File: src/hsl_to_rgb_converter_unit_macros.svh
// Assertion macros shared by the HSL to RGB converter modules.
// No dependencies; included by the files that carry assertions.
`ifndef HSL_TO_RGB_CONVERTER_UNIT_MACROS_SVH
`define HSL_TO_RGB_CONVERTER_UNIT_MACROS_SVH

// Same-cycle implication, checked outside reset
`define HSL2RGB_ASSERT_IMPL(label, clk, rst_n, ante, cons, msg) \
    label: assert property (@(posedge clk) disable iff (!rst_n) (ante) |-> (cons)) \
        else $error(msg);

// Next-cycle implication, checked outside reset
`define HSL2RGB_ASSERT_NEXT(label, clk, rst_n, ante, cons, msg) \
    label: assert property (@(posedge clk) disable iff (!rst_n) (ante) |=> (cons)) \
        else $error(msg);

`endif

File: src/hsl2rgb_pkg.sv
// Shared types and constants of the HSL to RGB converter.
// No dependencies; used by the interfaces and every module.
package hsl2rgb_pkg;

    // Field widths
    localparam int HUE_W = 13;
    localparam int CH_W  = 8;
    localparam int P_W   = 16;   // (255 * (1 - |2l - 1|)) * s, at most 64770
    localparam int TRI_W = 10;   // triangle position 0..960
    localparam int NUM_W = 27;   // numerators over the common denominator

    // Hue geometry in sixteenths of a degree
    localparam logic [HUE_W-1:0] HUE_FULL   = HUE_W'(5760);
    localparam logic [HUE_W-1:0] HUE_SECTOR = HUE_W'(960);
    localparam logic [HUE_W-1:0] HUE_PAIR   = HUE_W'(1920);

    // Channel divisor and its reciprocal: q ~= (v * RECIP_K) >> RECIP_SHIFT
    localparam int DIV_W       = 19;
    localparam int RECIP_W     = 18;
    localparam int RECIP_SHIFT = 36;
    localparam logic [DIV_W-1:0]   CH_DIVISOR = DIV_W'(489600);
    localparam logic [RECIP_W-1:0] RECIP_K    = RECIP_W'(140358);

    // Pipeline depth
    localparam int NUM_STAGES = 5;

    // Sixty-degree hue sectors
    typedef enum logic [2:0] {
        SEC_RED_YEL = 3'd0,
        SEC_YEL_GRN = 3'd1,
        SEC_GRN_CYN = 3'd2,
        SEC_CYN_BLU = 3'd3,
        SEC_BLU_MAG = 3'd4,
        SEC_MAG_RED = 3'd5
    } sector_t;

    // Per-stage load enables and occupancy
    typedef struct packed {
        logic [NUM_STAGES-1:0] load;
        logic [NUM_STAGES-1:0] full;
    } pipe_ctl_t;

endpackage

File: src/hsl2rgb_in_if.sv
// Input channel of the HSL to RGB converter: valid/ready plus one HSL item.
// Depends on hsl2rgb_pkg for field widths.
interface hsl2rgb_in_if import hsl2rgb_pkg::*; ();
    logic             valid;
    logic             ready;
    logic [HUE_W-1:0] hue;
    logic [CH_W-1:0]  saturation;
    logic [CH_W-1:0]  lightness;

    modport source (output valid, output hue, output saturation, output lightness,
                    input ready);
    modport sink   (input valid, input hue, input saturation, input lightness,
                    output ready);
endinterface

File: src/hsl2rgb_out_if.sv
// Output channel of the HSL to RGB converter: valid/ready plus one RGB item.
// Depends on hsl2rgb_pkg for field widths.
interface hsl2rgb_out_if import hsl2rgb_pkg::*; ();
    logic            valid;
    logic            ready;
    logic [CH_W-1:0] red;
    logic [CH_W-1:0] green;
    logic [CH_W-1:0] blue;

    modport source (output valid, output red, output green, output blue,
                    input ready);
    modport sink   (input valid, input red, input green, input blue,
                    output ready);
endinterface

File: src/hsl2rgb_pipe_ctl.sv
// Pipeline control: occupancy bits and per-stage load enables with back-pressure.
// Depends on hsl2rgb_pkg and the assertion macro header.
`include "hsl_to_rgb_converter_unit_macros.svh"

module hsl2rgb_pipe_ctl import hsl2rgb_pkg::*; (
    input  logic      clk,
    input  logic      rst_n,
    input  logic      in_valid,
    output logic      in_ready,
    output logic      out_valid,
    input  logic      out_ready,
    output pipe_ctl_t pipe
);

    logic [NUM_STAGES-1:0] full_reg;
    logic [NUM_STAGES-1:0] full_next;
    logic [NUM_STAGES-1:0] rdy;

    // A stage can load when it is empty or its item moves on
    always_comb
    begin
        rdy[NUM_STAGES-1] = !full_reg[NUM_STAGES-1] || out_ready;
        for (int k = NUM_STAGES - 2; k >= 0; k--)
        begin
            rdy[k] = !full_reg[k] || rdy[k+1];
        end
    end

    // Advance occupancy alongside the data
    always_comb
    begin
        full_next[0] = rdy[0] ? in_valid : full_reg[0];
        for (int k = 1; k < NUM_STAGES; k++)
        begin
            full_next[k] = rdy[k] ? full_reg[k-1] : full_reg[k];
        end
    end

    always_ff @(posedge clk or negedge rst_n)
    begin
        if (!rst_n)
        begin
            full_reg <= '0;
        end
        else
        begin
            full_reg <= full_next;
        end
    end

    assign in_ready  = rdy[0];
    assign out_valid = full_reg[NUM_STAGES-1];
    assign pipe.load = rdy;
    assign pipe.full = full_reg;

    // Input stalls only when every stage holds an item
    `HSL2RGB_ASSERT_IMPL(a_stall_only_full, clk, rst_n, !in_ready, &full_reg, "input stalled with a free stage")
    // An accepted item occupies the first stage next cycle
    `HSL2RGB_ASSERT_NEXT(a_accept_enters, clk, rst_n, in_valid && in_ready, full_reg[0], "accepted item not captured")
    // Under output stall the last two stages keep their items
    `HSL2RGB_ASSERT_NEXT(a_stall_keeps, clk, rst_n, full_reg[NUM_STAGES-2] && !rdy[NUM_STAGES-1], full_reg[NUM_STAGES-2] && full_reg[NUM_STAGES-1], "item dropped during stall")

endmodule

File: src/hsl2rgb_chroma.sv
// Stages 0 and 1: hue sector and triangle position, chroma product, and the
// c, x and m numerators over the common denominator. Depends on hsl2rgb_pkg.
module hsl2rgb_chroma import hsl2rgb_pkg::*; (
    input  logic             clk,
    input  pipe_ctl_t        pipe,
    input  logic [HUE_W-1:0] hue,
    input  logic [CH_W-1:0]  saturation,
    input  logic [CH_W-1:0]  lightness,
    output sector_t          sector,
    output logic [NUM_W-1:0] cn,
    output logic [NUM_W-1:0] xn,
    output logic [NUM_W-1:0] mn
);

    logic [HUE_W-1:0] hue_wrap;
    logic [HUE_W-1:0] pos;
    logic [TRI_W-1:0] tri_next;
    sector_t          sec_next;
    logic [CH_W-1:0]  a_val;
    logic [P_W-1:0]   p_next;

    sector_t          sec0_reg;
    logic [TRI_W-1:0] tri_reg;
    logic [P_W-1:0]   p_reg;
    logic [CH_W-1:0]  lig_reg;

    sector_t          sec1_reg;
    logic [NUM_W-1:0] cn_reg;
    logic [NUM_W-1:0] xn_reg;
    logic [NUM_W-1:0] mn_reg;

    logic [P_W+TRI_W-1:0] ptri;

    // Wrap hue once and find its sector
    always_comb
    begin
        hue_wrap = (hue >= HUE_FULL) ? (hue - HUE_FULL) : hue;
        priority if (hue_wrap >= HUE_W'(5 * 960))
            sec_next = SEC_MAG_RED;
        else if (hue_wrap >= HUE_W'(4 * 960))
            sec_next = SEC_BLU_MAG;
        else if (hue_wrap >= HUE_W'(3 * 960))
            sec_next = SEC_CYN_BLU;
        else if (hue_wrap >= HUE_W'(2 * 960))
            sec_next = SEC_GRN_CYN;
        else if (hue_wrap >= HUE_SECTOR)
            sec_next = SEC_YEL_GRN;
        else
            sec_next = SEC_RED_YEL;
    end

    // Position within the sector pair, folded into a triangle
    always_comb
    begin
        unique case (sec_next)
            SEC_GRN_CYN, SEC_CYN_BLU: pos = hue_wrap - HUE_PAIR;
            SEC_BLU_MAG, SEC_MAG_RED: pos = hue_wrap - HUE_W'(2 * 1920);
            default:                  pos = hue_wrap;
        endcase
        tri_next = (pos >= HUE_SECTOR) ? TRI_W'(HUE_PAIR - pos) : TRI_W'(pos);
    end

    // Scaled chroma: 255 * (1 - |2l - 1|) times saturation
    always_comb
    begin
        a_val  = lightness[CH_W-1] ? CH_W'(9'd510 - {lightness, 1'b0})
                                   : CH_W'({lightness, 1'b0});
        p_next = P_W'(a_val) * P_W'(saturation);
    end

    always_ff @(posedge clk)
    begin
        if (pipe.load[0])
        begin
            sec0_reg <= sec_next;
            tri_reg  <= tri_next;
            p_reg    <= p_next;
            lig_reg  <= lightness;
        end
    end

    // Numerators for chroma, secondary and offset
    assign ptri = (P_W+TRI_W)'(p_reg) * (P_W+TRI_W)'(tri_reg);

    always_ff @(posedge clk)
    begin
        if (pipe.load[1])
        begin
            sec1_reg <= sec0_reg;
            cn_reg   <= NUM_W'(p_reg) * NUM_W'(1920);
            xn_reg   <= NUM_W'({ptri, 1'b0});
            mn_reg   <= NUM_W'(lig_reg) * NUM_W'(CH_DIVISOR) - NUM_W'(p_reg) * NUM_W'(960);
        end
    end

    assign sector = sec1_reg;
    assign cn     = cn_reg;
    assign xn     = xn_reg;
    assign mn     = mn_reg;

endmodule

File: src/hsl2rgb_mix.sv
// Stage 2: place chroma and secondary on the channels by sector and add
// the offset. Depends on hsl2rgb_pkg.
module hsl2rgb_mix import hsl2rgb_pkg::*; (
    input  logic             clk,
    input  pipe_ctl_t        pipe,
    input  sector_t          sector,
    input  logic [NUM_W-1:0] cn,
    input  logic [NUM_W-1:0] xn,
    input  logic [NUM_W-1:0] mn,
    output logic [NUM_W-1:0] r_num,
    output logic [NUM_W-1:0] g_num,
    output logic [NUM_W-1:0] b_num
);

    logic [NUM_W-1:0] r1;
    logic [NUM_W-1:0] g1;
    logic [NUM_W-1:0] b1;
    logic [NUM_W-1:0] r_reg;
    logic [NUM_W-1:0] g_reg;
    logic [NUM_W-1:0] b_reg;

    // Route c, x and zero per sector
    always_comb
    begin
        unique case (sector)
            SEC_RED_YEL: begin r1 = cn; g1 = xn; b1 = '0; end
            SEC_YEL_GRN: begin r1 = xn; g1 = cn; b1 = '0; end
            SEC_GRN_CYN: begin r1 = '0; g1 = cn; b1 = xn; end
            SEC_CYN_BLU: begin r1 = '0; g1 = xn; b1 = cn; end
            SEC_BLU_MAG: begin r1 = xn; g1 = '0; b1 = cn; end
            default:     begin r1 = cn; g1 = '0; b1 = xn; end
        endcase
    end

    always_ff @(posedge clk)
    begin
        if (pipe.load[2])
        begin
            r_reg <= r1 + mn;
            g_reg <= g1 + mn;
            b_reg <= b1 + mn;
        end
    end

    assign r_num = r_reg;
    assign g_num = g_reg;
    assign b_num = b_reg;

endmodule

File: src/hsl2rgb_div.sv
// Stages 3 and 4: divide one channel numerator by the channel divisor
// through a reciprocal estimate and one correction. Depends on hsl2rgb_pkg.
`include "hsl_to_rgb_converter_unit_macros.svh"

module hsl2rgb_div import hsl2rgb_pkg::*; (
    input  logic             clk,
    input  logic             rst_n,
    input  pipe_ctl_t        pipe,
    input  logic [NUM_W-1:0] num,
    output logic [CH_W-1:0]  q
);

    localparam int PROD_W = NUM_W + RECIP_W;

    logic [PROD_W-1:0] prod;
    logic [CH_W-1:0]   est_reg;
    logic [NUM_W-1:0]  num_reg;
    logic [NUM_W-1:0]  rem;
    logic [CH_W-1:0]   q_reg;

    // Estimate quotient, never above the true one and at most one below
    assign prod = PROD_W'(num) * PROD_W'(RECIP_K);

    always_ff @(posedge clk)
    begin
        if (pipe.load[3])
        begin
            est_reg <= prod[RECIP_SHIFT+CH_W-1:RECIP_SHIFT];
            num_reg <= num;
        end
    end

    // Correct the estimate by one remainder compare
    assign rem = num_reg - NUM_W'(est_reg) * NUM_W'(CH_DIVISOR);

    always_ff @(posedge clk)
    begin
        if (pipe.load[4])
        begin
            q_reg <= (rem >= NUM_W'(CH_DIVISOR)) ? est_reg + CH_W'(1) : est_reg;
        end
    end

    assign q = q_reg;

    // Numerator stays below 256 divisors so the quotient fits
    `HSL2RGB_ASSERT_IMPL(a_num_range, clk, rst_n, pipe.full[2] && pipe.load[3], num < NUM_W'(256 * 489600), "channel numerator out of range")
    // Estimate is off by at most one
    `HSL2RGB_ASSERT_IMPL(a_est_close, clk, rst_n, pipe.full[3] && pipe.load[4], rem < NUM_W'(2 * 489600), "reciprocal estimate too low")

endmodule

File: src/hsl_to_rgb_converter_unit.sv
// HSL to RGB converter. Takes one item per clock and returns red, green and
// blue through five register stages (sector and chroma product,
// c/x/m numerators, channel mix, reciprocal estimate, correction), each
// holding one item, with the last stage as output register. Sustained rate
// is one item per cycle; output back-pressure stalls stages from the end
// and input ready drops only when all five stages hold an item.
// Depends on hsl2rgb_pkg, the channel interfaces and the submodules.
module hsl_to_rgb_converter_unit import hsl2rgb_pkg::*; (
    input  logic                 clk,
    input  logic                 rst_n,
    hsl2rgb_in_if.sink           hsl_in,
    hsl2rgb_out_if.source        rgb_out
);

    pipe_ctl_t        pipe;
    sector_t          sector;
    logic [NUM_W-1:0] cn;
    logic [NUM_W-1:0] xn;
    logic [NUM_W-1:0] mn;
    logic [NUM_W-1:0] r_num;
    logic [NUM_W-1:0] g_num;
    logic [NUM_W-1:0] b_num;

    // Handshake and stage enables
    hsl2rgb_pipe_ctl u_ctl (
        .clk       (clk),
        .rst_n     (rst_n),
        .in_valid  (hsl_in.valid),
        .in_ready  (hsl_in.ready),
        .out_valid (rgb_out.valid),
        .out_ready (rgb_out.ready),
        .pipe      (pipe)
    );

    // Chroma, secondary and offset numerators
    hsl2rgb_chroma u_chroma (
        .clk        (clk),
        .pipe       (pipe),
        .hue        (hsl_in.hue),
        .saturation (hsl_in.saturation),
        .lightness  (hsl_in.lightness),
        .sector     (sector),
        .cn         (cn),
        .xn         (xn),
        .mn         (mn)
    );

    // Channel numerators
    hsl2rgb_mix u_mix (
        .clk    (clk),
        .pipe   (pipe),
        .sector (sector),
        .cn     (cn),
        .xn     (xn),
        .mn     (mn),
        .r_num  (r_num),
        .g_num  (g_num),
        .b_num  (b_num)
    );

    // One divider per channel
    hsl2rgb_div u_div_r (
        .clk   (clk),
        .rst_n (rst_n),
        .pipe  (pipe),
        .num   (r_num),
        .q     (rgb_out.red)
    );

    hsl2rgb_div u_div_g (
        .clk   (clk),
        .rst_n (rst_n),
        .pipe  (pipe),
        .num   (g_num),
        .q     (rgb_out.green)
    );

    hsl2rgb_div u_div_b (
        .clk   (clk),
        .rst_n (rst_n),
        .pipe  (pipe),
        .num   (b_num),
        .q     (rgb_out.blue)
    );

endmodule

File: src/flat_wrapper.sv
// flat-port wrapper written by rule: the top's interface ports become plain ports
module hsl_to_rgb_converter_unit_flat import hsl2rgb_pkg::*;
  (clk, rst_n, hsl_in_valid, hsl_in_hue, hsl_in_saturation, hsl_in_lightness, hsl_in_ready, rgb_out_valid, rgb_out_red, rgb_out_green, rgb_out_blue, rgb_out_ready);
  hsl2rgb_in_if hsl_in_i ();
  hsl2rgb_out_if rgb_out_i ();
  input  logic clk;
  input  logic rst_n;
  input wire logic [$bits(hsl_in_i.valid)-1:0] hsl_in_valid;
  input wire logic [$bits(hsl_in_i.hue)-1:0] hsl_in_hue;
  input wire logic [$bits(hsl_in_i.saturation)-1:0] hsl_in_saturation;
  input wire logic [$bits(hsl_in_i.lightness)-1:0] hsl_in_lightness;
  output wire logic [$bits(hsl_in_i.ready)-1:0] hsl_in_ready;
  output wire logic [$bits(rgb_out_i.valid)-1:0] rgb_out_valid;
  output wire logic [$bits(rgb_out_i.red)-1:0] rgb_out_red;
  output wire logic [$bits(rgb_out_i.green)-1:0] rgb_out_green;
  output wire logic [$bits(rgb_out_i.blue)-1:0] rgb_out_blue;
  input wire logic [$bits(rgb_out_i.ready)-1:0] rgb_out_ready;
  assign hsl_in_i.valid = hsl_in_valid;
  assign hsl_in_i.hue = hsl_in_hue;
  assign hsl_in_i.saturation = hsl_in_saturation;
  assign hsl_in_i.lightness = hsl_in_lightness;
  assign hsl_in_ready = hsl_in_i.ready;
  assign rgb_out_valid = rgb_out_i.valid;
  assign rgb_out_red = rgb_out_i.red;
  assign rgb_out_green = rgb_out_i.green;
  assign rgb_out_blue = rgb_out_i.blue;
  assign rgb_out_i.ready = rgb_out_ready;
  hsl_to_rgb_converter_unit u_core (.clk(clk), .rst_n(rst_n), .hsl_in(hsl_in_i), .rgb_out(rgb_out_i));
endmodule
File: config.mk
export PLATFORM = sky130hd
export DESIGN_NAME = hsl_to_rgb_converter_unit_flat
export DESIGN_NICKNAME = d
export VERILOG_FILES = /design/src/hsl2rgb_pkg.sv /design/src/hsl2rgb_in_if.sv /design/src/hsl2rgb_out_if.sv /design/src/hsl2rgb_pipe_ctl.sv /design/src/hsl2rgb_chroma.sv /design/src/hsl2rgb_mix.sv /design/src/hsl2rgb_div.sv /design/src/hsl_to_rgb_converter_unit.sv /design/src/flat_wrapper.sv
export VERILOG_INCLUDE_DIRS = /design/src /design/src/src
export SDC_FILE = /design/constraint.sdc
export NUM_CORES = 2
export LEC_CHECK = 0
export BUFFER_PORTS_ARGS = -buffer_cell sky130_fd_sc_hd__buf_2
export CORE_ASPECT_RATIO = 1.75
export CORE_MARGIN = 5
export CORE_UTILIZATION = 29
export DETAILED_ROUTE_END_ITERATION = 6
export SYNTH_ARGS = -nofsm -noshare
export SYNTH_HDL_FRONTEND = slang
export SYNTH_SLANG_ARGS = --single-unit
File: constraint.sdc
create_clock -name clk -period 6.1 [get_ports clk]
set_clock_uncertainty 0.15 [all_clocks]
set_input_delay 1.525 -clock clk [delete_from_list [all_inputs] [get_ports clk]]
set_output_delay 1.525 -clock clk [all_outputs]
set_load 0.02 [all_outputs]
# ---- Yosys cells after proc, flatten, opt, wreduce, memory -nomap -nowiden
# Cells that the tools add are included.
dict set report totals {
  output_inout_bits 26
  wordCells 103
  ff_bits 328
  in_bits 33
}
dict set report op_classes {
  n_reduce_logical 19
  order_cmp 10
  n_eq_ne 8
  addsub 15
  multipliers 11
  n_mux 15
}
# op count
set ops {}
lappend ops {{case mux 27 bit (2 select lines)} 3}
lappend ops {{multiplier 27 x 17 -> 43 bit, second input constant} 3}
lappend ops {{adder 27 bit} 3}
lappend ops {{greater-or-equal comparator 27 x 19 -> 1 bit, second input constant} 3}
lappend ops {{subtractor 27 bit} 3}
lappend ops {{multiplier 8 x 12 -> 20 bit, second input constant} 4}
lappend ops {{multiplier 16 x 4 -> 20 bit, second input constant} 2}
lappend ops {{2-to-1 mux 8 bit} 4}
lappend ops {{subtractor 27 x 26 -> 27 bit} 1}
lappend ops {{greater-or-equal comparator 13 x 10 -> 1 bit, second input constant} 2}
lappend ops {{greater-or-equal comparator 13 x 12 -> 1 bit, second input constant} 2}
lappend ops {{greater-or-equal comparator 13 bit, second input constant} 2}
lappend ops {{multiplier 16 x 10 -> 26 bit} 1}
lappend ops {{case mux 13 bit (2 select lines)} 1}
lappend ops {{adder 8 x 1 -> 8 bit, second input constant} 3}
lappend ops {{multiplier 8 x 8 -> 16 bit} 1}
lappend ops {{OR reduction 2 bit} 8}
lappend ops {{greater-or-equal comparator 13 x 11 -> 1 bit, second input constant} 1}
lappend ops {{2-to-1 mux 13 bit} 1}
lappend ops {{subtractor 13 x 11 -> 13 bit, second input constant} 1}
lappend ops {{subtractor 13 x 12 -> 13 bit, second input constant} 1}
lappend ops {{subtractor 13 bit, second input constant} 1}
lappend ops {{equality test 3 x 2 -> 1 bit, second input constant} 4}
lappend ops {{2-to-1 mux 10 bit} 1}
lappend ops {{10 further kinds} 22}

# ---- Depth between registers and ports, before layout
dict set report depth {
  depth_word 13
  depth_mapped 29
  mapped_depth_nobuf 29
}

# ---- By module
# Synthesis repeated with hierarchy kept, for this count alone.
dict set report unflattened {
  cells_unflattened 5090
  hier_area_um2 49367.3
}
# module area_per_inst_um2 cells_each seq_area_each_um2 n_inst
set modules_own_cells {}
lappend modules_own_cells {hsl2rgb_chroma 14751.6 1519 3093.0 1}
lappend modules_own_cells {{hsl2rgb_div (u_core.u_div_g)} 9241.4 964 1081.0 1}
lappend modules_own_cells {{hsl2rgb_div (u_core.u_div_r)} 9197.6 953 1081.0 1}
lappend modules_own_cells {{hsl2rgb_div (u_core.u_div_b)} 8665.8 869 1081.0 1}
lappend modules_own_cells {hsl2rgb_mix 7288.2 766 2432.3 1}
lappend modules_own_cells {hsl2rgb_pipe_ctl 222.7 19 125.1 1}

# ---- Worst setup path after synthesis
# OpenSTA, ideal clock, no wires.
dict set report synth_timing {
  kind {flip-flop to flip-flop}
  from {register u_core.u_div_b.est_reg[5]}
  to {register u_core.u_div_b.q_reg[6] (netlist: u_core.u_div_b.q[6]), data pin}
  setup_ps 266
  required_time_ps 5684
  stages_incl_launch_ff 22
  slack_ps -463
  synth_period_minus_slack_ps 6563
  n_path_buf 1
  t_arrival_ps 6147
  cell_sequence {edfxtp_1 fa_1 inv_1 fa_1 inv_1 fa_1 fa_1 ha_1 or4_1 a31oi_1 xor2_1 ha_1 and2_1 a22o_1 a311o_1 a21o_1 a21oi_1 xnor2_1 or4_1 buf_2 o2111ai_1 xnor2_1}
}
dict set report synth_between {
  elab_chain_cells 4
  elab_cells_between_ends 5
  classes_between {2 x add/sub; 1 x mul; 1 x order compare; 1 x mux}
}
# item line
set synth_lines {}
lappend synth_lines {{from (decl)} hsl2rgb_div.sv:16} ;# logic [CH_W-1:0] est_reg;
lappend synth_lines {{from (signal assigned)} hsl2rgb_div.sv:28} ;# est_reg <= prod[RECIP_SHIFT+CH_W-1:RECIP_SHIFT];
lappend synth_lines {{multiplier 8 x 12 -> 20 bit} hsl2rgb_div.sv:34} ;# assign rem = num_reg - NUM_W'(est_reg) * NUM_W'(CH_DIVISOR);
lappend synth_lines {{subtractor 27 bit} hsl2rgb_div.sv:34}
lappend synth_lines {{greater-or-equal comparator 27 x 19 -> 1 bit} hsl2rgb_div.sv:40} ;# q_reg <= (rem >= NUM_W'(CH_DIVISOR)) ? est_reg + CH_W'(1) : est_reg;
lappend synth_lines {{2-to-1 mux 8 bit *} hsl2rgb_div.sv:40}
lappend synth_lines {{to (signal assigned)} hsl2rgb_div.sv:40}
lappend synth_lines {{to (decl)} hsl2rgb_div.sv:19} ;# logic [CH_W-1:0] q_reg;
# Every way passes the cells marked *; elsewhere a longest branch is shown, timed or not.
# A chain may end at the register's enable or synchronous reset.

# ---- Worst setup path in the final report
dict set report layout_timing {
  from {register u_core.u_div_b.est_reg[3]}
  to {register u_core.u_div_b.q_reg[7] (netlist: u_core.u_div_b.q[7]), data pin}
}
# The elaborated chain is that of the path after synthesis.

==> results by group <==
Status
  – Status: complete, but fails checks
  – Failing checks: negative setup slack

Clock network
  – Num CTS Buffers: 38
  – Worst-path clk slew: 0.06 ns
  – H-tree levels: 2
  – Cts hold-fix bufs: 0
  – Clock sink count: 291
  – Worst-Skew Late Latency: 0.60 ns
  – Root Buffer: clkbuf_16
  – CTS tree: done
  – Max Root-Sink Buffers: 3

Logic synthesis
  – Synth warnings: 0
  – Largest area contributor in the netlist: ha_1
  – Ys async rst share: 0.0172
  – Syn_nets: 5890
  – Area contributors post-synth: ha_1 25%, fa_1 22%, edfxtp_1 19%
  – Mapped Avg Cell Area: 10.0 um2
  – Post-synth EDFFs: 286
  – Synth unique cells: 75
  – Post-synth top area share: 0.252
  – FF+latch count, synth: 291
  – Main synth FF type: edfxtp_1
  – Mapped cell area: 0.0448 mm2
  – Post-Syn Instances: 4471
  – Seq/Total Area, Yosys: 0.195

Die
  – Die footprint: 0.163 mm2
  – Initial Utilization: 0.292
  – Io pins: 59
  – Die width: 307 um
  – Core outline area: 0.153 mm2
  – Die Ht: 530 um
  – FP Rows: 190

Global routing
  – Largest net degree at the start of global routing: 71
  – Met3 Track Usage GR: 0.0118
  – GRT Residual Overflow: 0
  – Total GRT Usage: 0.132
  – Initial antenna violation count: 3
  – Met1 usage: 0.133
  – Vias in the first global route: 35.0k
  – Met2 usage: 0.267
  – First-pass GRT wire length: 174000 um
  – Global route hottest layer: met2

Run
  – Max cap viols: 0

Drt
  – Iter 0 DRT Violations: 1118
  – WL/cell: 15.6 um
  – DRC violations left: 0
  – Drt via density: 4.69
  – Via Count: 32.5k
  – Post-route ant nets: 0
  – Post-Route WL: 108000 um
  – DR pass1 iterations: 5

Final layout
  – Synth-to-Final Area Change: 16.3%
  – Share of cells above drive strength 1: 0.128
  – Fill count: 15.6k
  – Most common cell after layout, fill and taps aside: inv_1
  – Most frequent cells in the layout: 927 x inv_1, 886 x ha_1, 477 x fa_1
  – Post-Layout Cell Count: 6914
  – Final net count: 6286

Timing
  – RSZ-0062 raised after global routing: true
  – Final setup fails: 24
  – Worst-Margin Slew: 0.911 ns
  – Min Tclk post-route: 6.44 ns
  – Final Hold Fails: 0
  – Peak Freq: 155 MHz
  – Final-report max-slew violation count: 0
  – Min Hold Slack: 0.310 ns
  – Final Cycle Share: 1.06
  – Setup ws final: -0.342 ns
  – Rel. slew slack: 0.393

Placed design
  – Detail Placement HPWL: 91600 um
  – Placed cells: 6778
  – I/O Buffers: 58
  – Pre-CTS setup slack: -0.582 ns
  – Gpl congestion: 0.901

Hold path
  – Hold Path Class: register to register
  – Hold path start: u_core.u_chroma.sec0_reg[1]

Critical path
  – Critical path capture point type: register
  – Worst EP required: 6.27 ns
  – Setup CP Type: register to register
  – R2R Path Start: u_core.u_div_b.est_reg[3]
  – CP arrival: 6.61 ns
  – Maximum fanout along the worst path: 7
  – Startpoint Class: register
  – CP Launch Point: u_core.u_div_b.est_reg[3]
==> cell families after synthesis <==
group,share of synthesized area
AND/OR/NAND/NOR,0.0968
adder cells (fa/ha/maj),0.469
buffers and inverters,0.0826
AO/OA/AOI/OAI,0.104
XOR/XNOR,0.0507
flip-flops,0.195
multiplexers,0.00260
==> layer usage <==
metal	share of wire	wire length [um]
met1	0.37	39400
met5	0.00012	13
met4	0.056	6040
met2	0.56	59800
met3	0.023	2470
==> final cells by class <==
type / instances / area [um2] / share of cell area
Inverter: 937 / 3520 / 0.0675
Timing Repair Buffer: 404 / 3010 / 0.0578
Clock inverter: 22 / 190 / 0.00365
Sequential cell: 291 / 8710 / 0.167
Tap cell: 2016 / 2520 / 0.0484
Antenna cell: 1 / 2.50 / 0.0000481
Clock buffer: 48 / 1010 / 0.0194
Multi-Input combinational cell: 3195 / 33100 / 0.636
==> critical path, cell delays in order (launching register included) <==
cell       delay (ns)
edfxtp_1         0.46
fa_2             0.51
buf_4            0.16
fa_1             0.49
fa_1             0.52
inv_1            0.06
fa_1             0.53
inv_1            0.04
ha_1             0.35
and3_4           0.20
a31oi_4          0.18
nand2b_1         0.08
xnor2_1          0.13
ha_1             0.31
a21o_1           0.18
a21oi_2          0.17
inv_2            0.07
a21oi_2          0.15
o22ai_2          0.10
a2111oi_2        0.33
o41ai_1          0.13
or4_1            0.44
buf_6            0.16
o2111ai_4        0.19
xnor2_2          0.08
==> metrics by stage <==
step,utilization,setup TNS [ns],instance area (um2)
final,0.340,-4.46,52100
after global routing,0.340,-10.44,52100
after CTS,0.335,-5.93,51400
after detailed placement,0.324,-9.35,49700
after global placement,0.324,-8.89,49700
after floorplan,-,-1.61,44900
==> final timing paths <==
check | endpoint | slack (ns) | cells past startpoint
worst min register to register | u_core.u_chroma.sector[1] | 0.31 | 0
min in group asynchronous | u_core.u_ctl.full_reg[0] | 0.59 | 1
max in group asynchronous | u_core.u_ctl.full_reg[2] | 5.08 | 1
worst max-delay path | u_core.u_div_b.q[7] | -0.34 | 24
worst max register to register | u_core.u_div_b.q[7] | -0.34 | 24
worst min-delay path | u_core.u_chroma.sector[1] | 0.31 | 0
==> Yosys cell counts, drive strengths merged (6+ instances only) <==
cell type	number
nor2b	32
o21bai	14
xnor2	185
a21o	77
and3	29
o221ai	7
xor2	74
or3	26
inv	937
nor3	67
edfxtp	286
and4	13
a2111oi	9
a31o	9
nand2	206
a22o	56
nand2b	35
a221oi	11
fa	486
o31ai	13
or2	14
a22oi	7
mux2i	6
and2	151
a31oi	28
a211oi	18
nor4	15
clkbuf	46
o21a	39
a311oi	6
o211ai	19
ha	900
nor2	159
nand3b	6
nand4	24
o21ai	126
a21oi	173
nand3	54
a211o	11
o2111ai	8
a21boi	14
==> what timing repair did <==
item,in CTS,in global routing
resized for setup,69,93
pin swaps,61,76
setup buffers,29,36
cloned,0,1
setup endpoints to repair,26,27
Power is left out: the tool's default activity adds up to more than one toggle a clock period on the data nets, which glitch-free logic cannot reach.
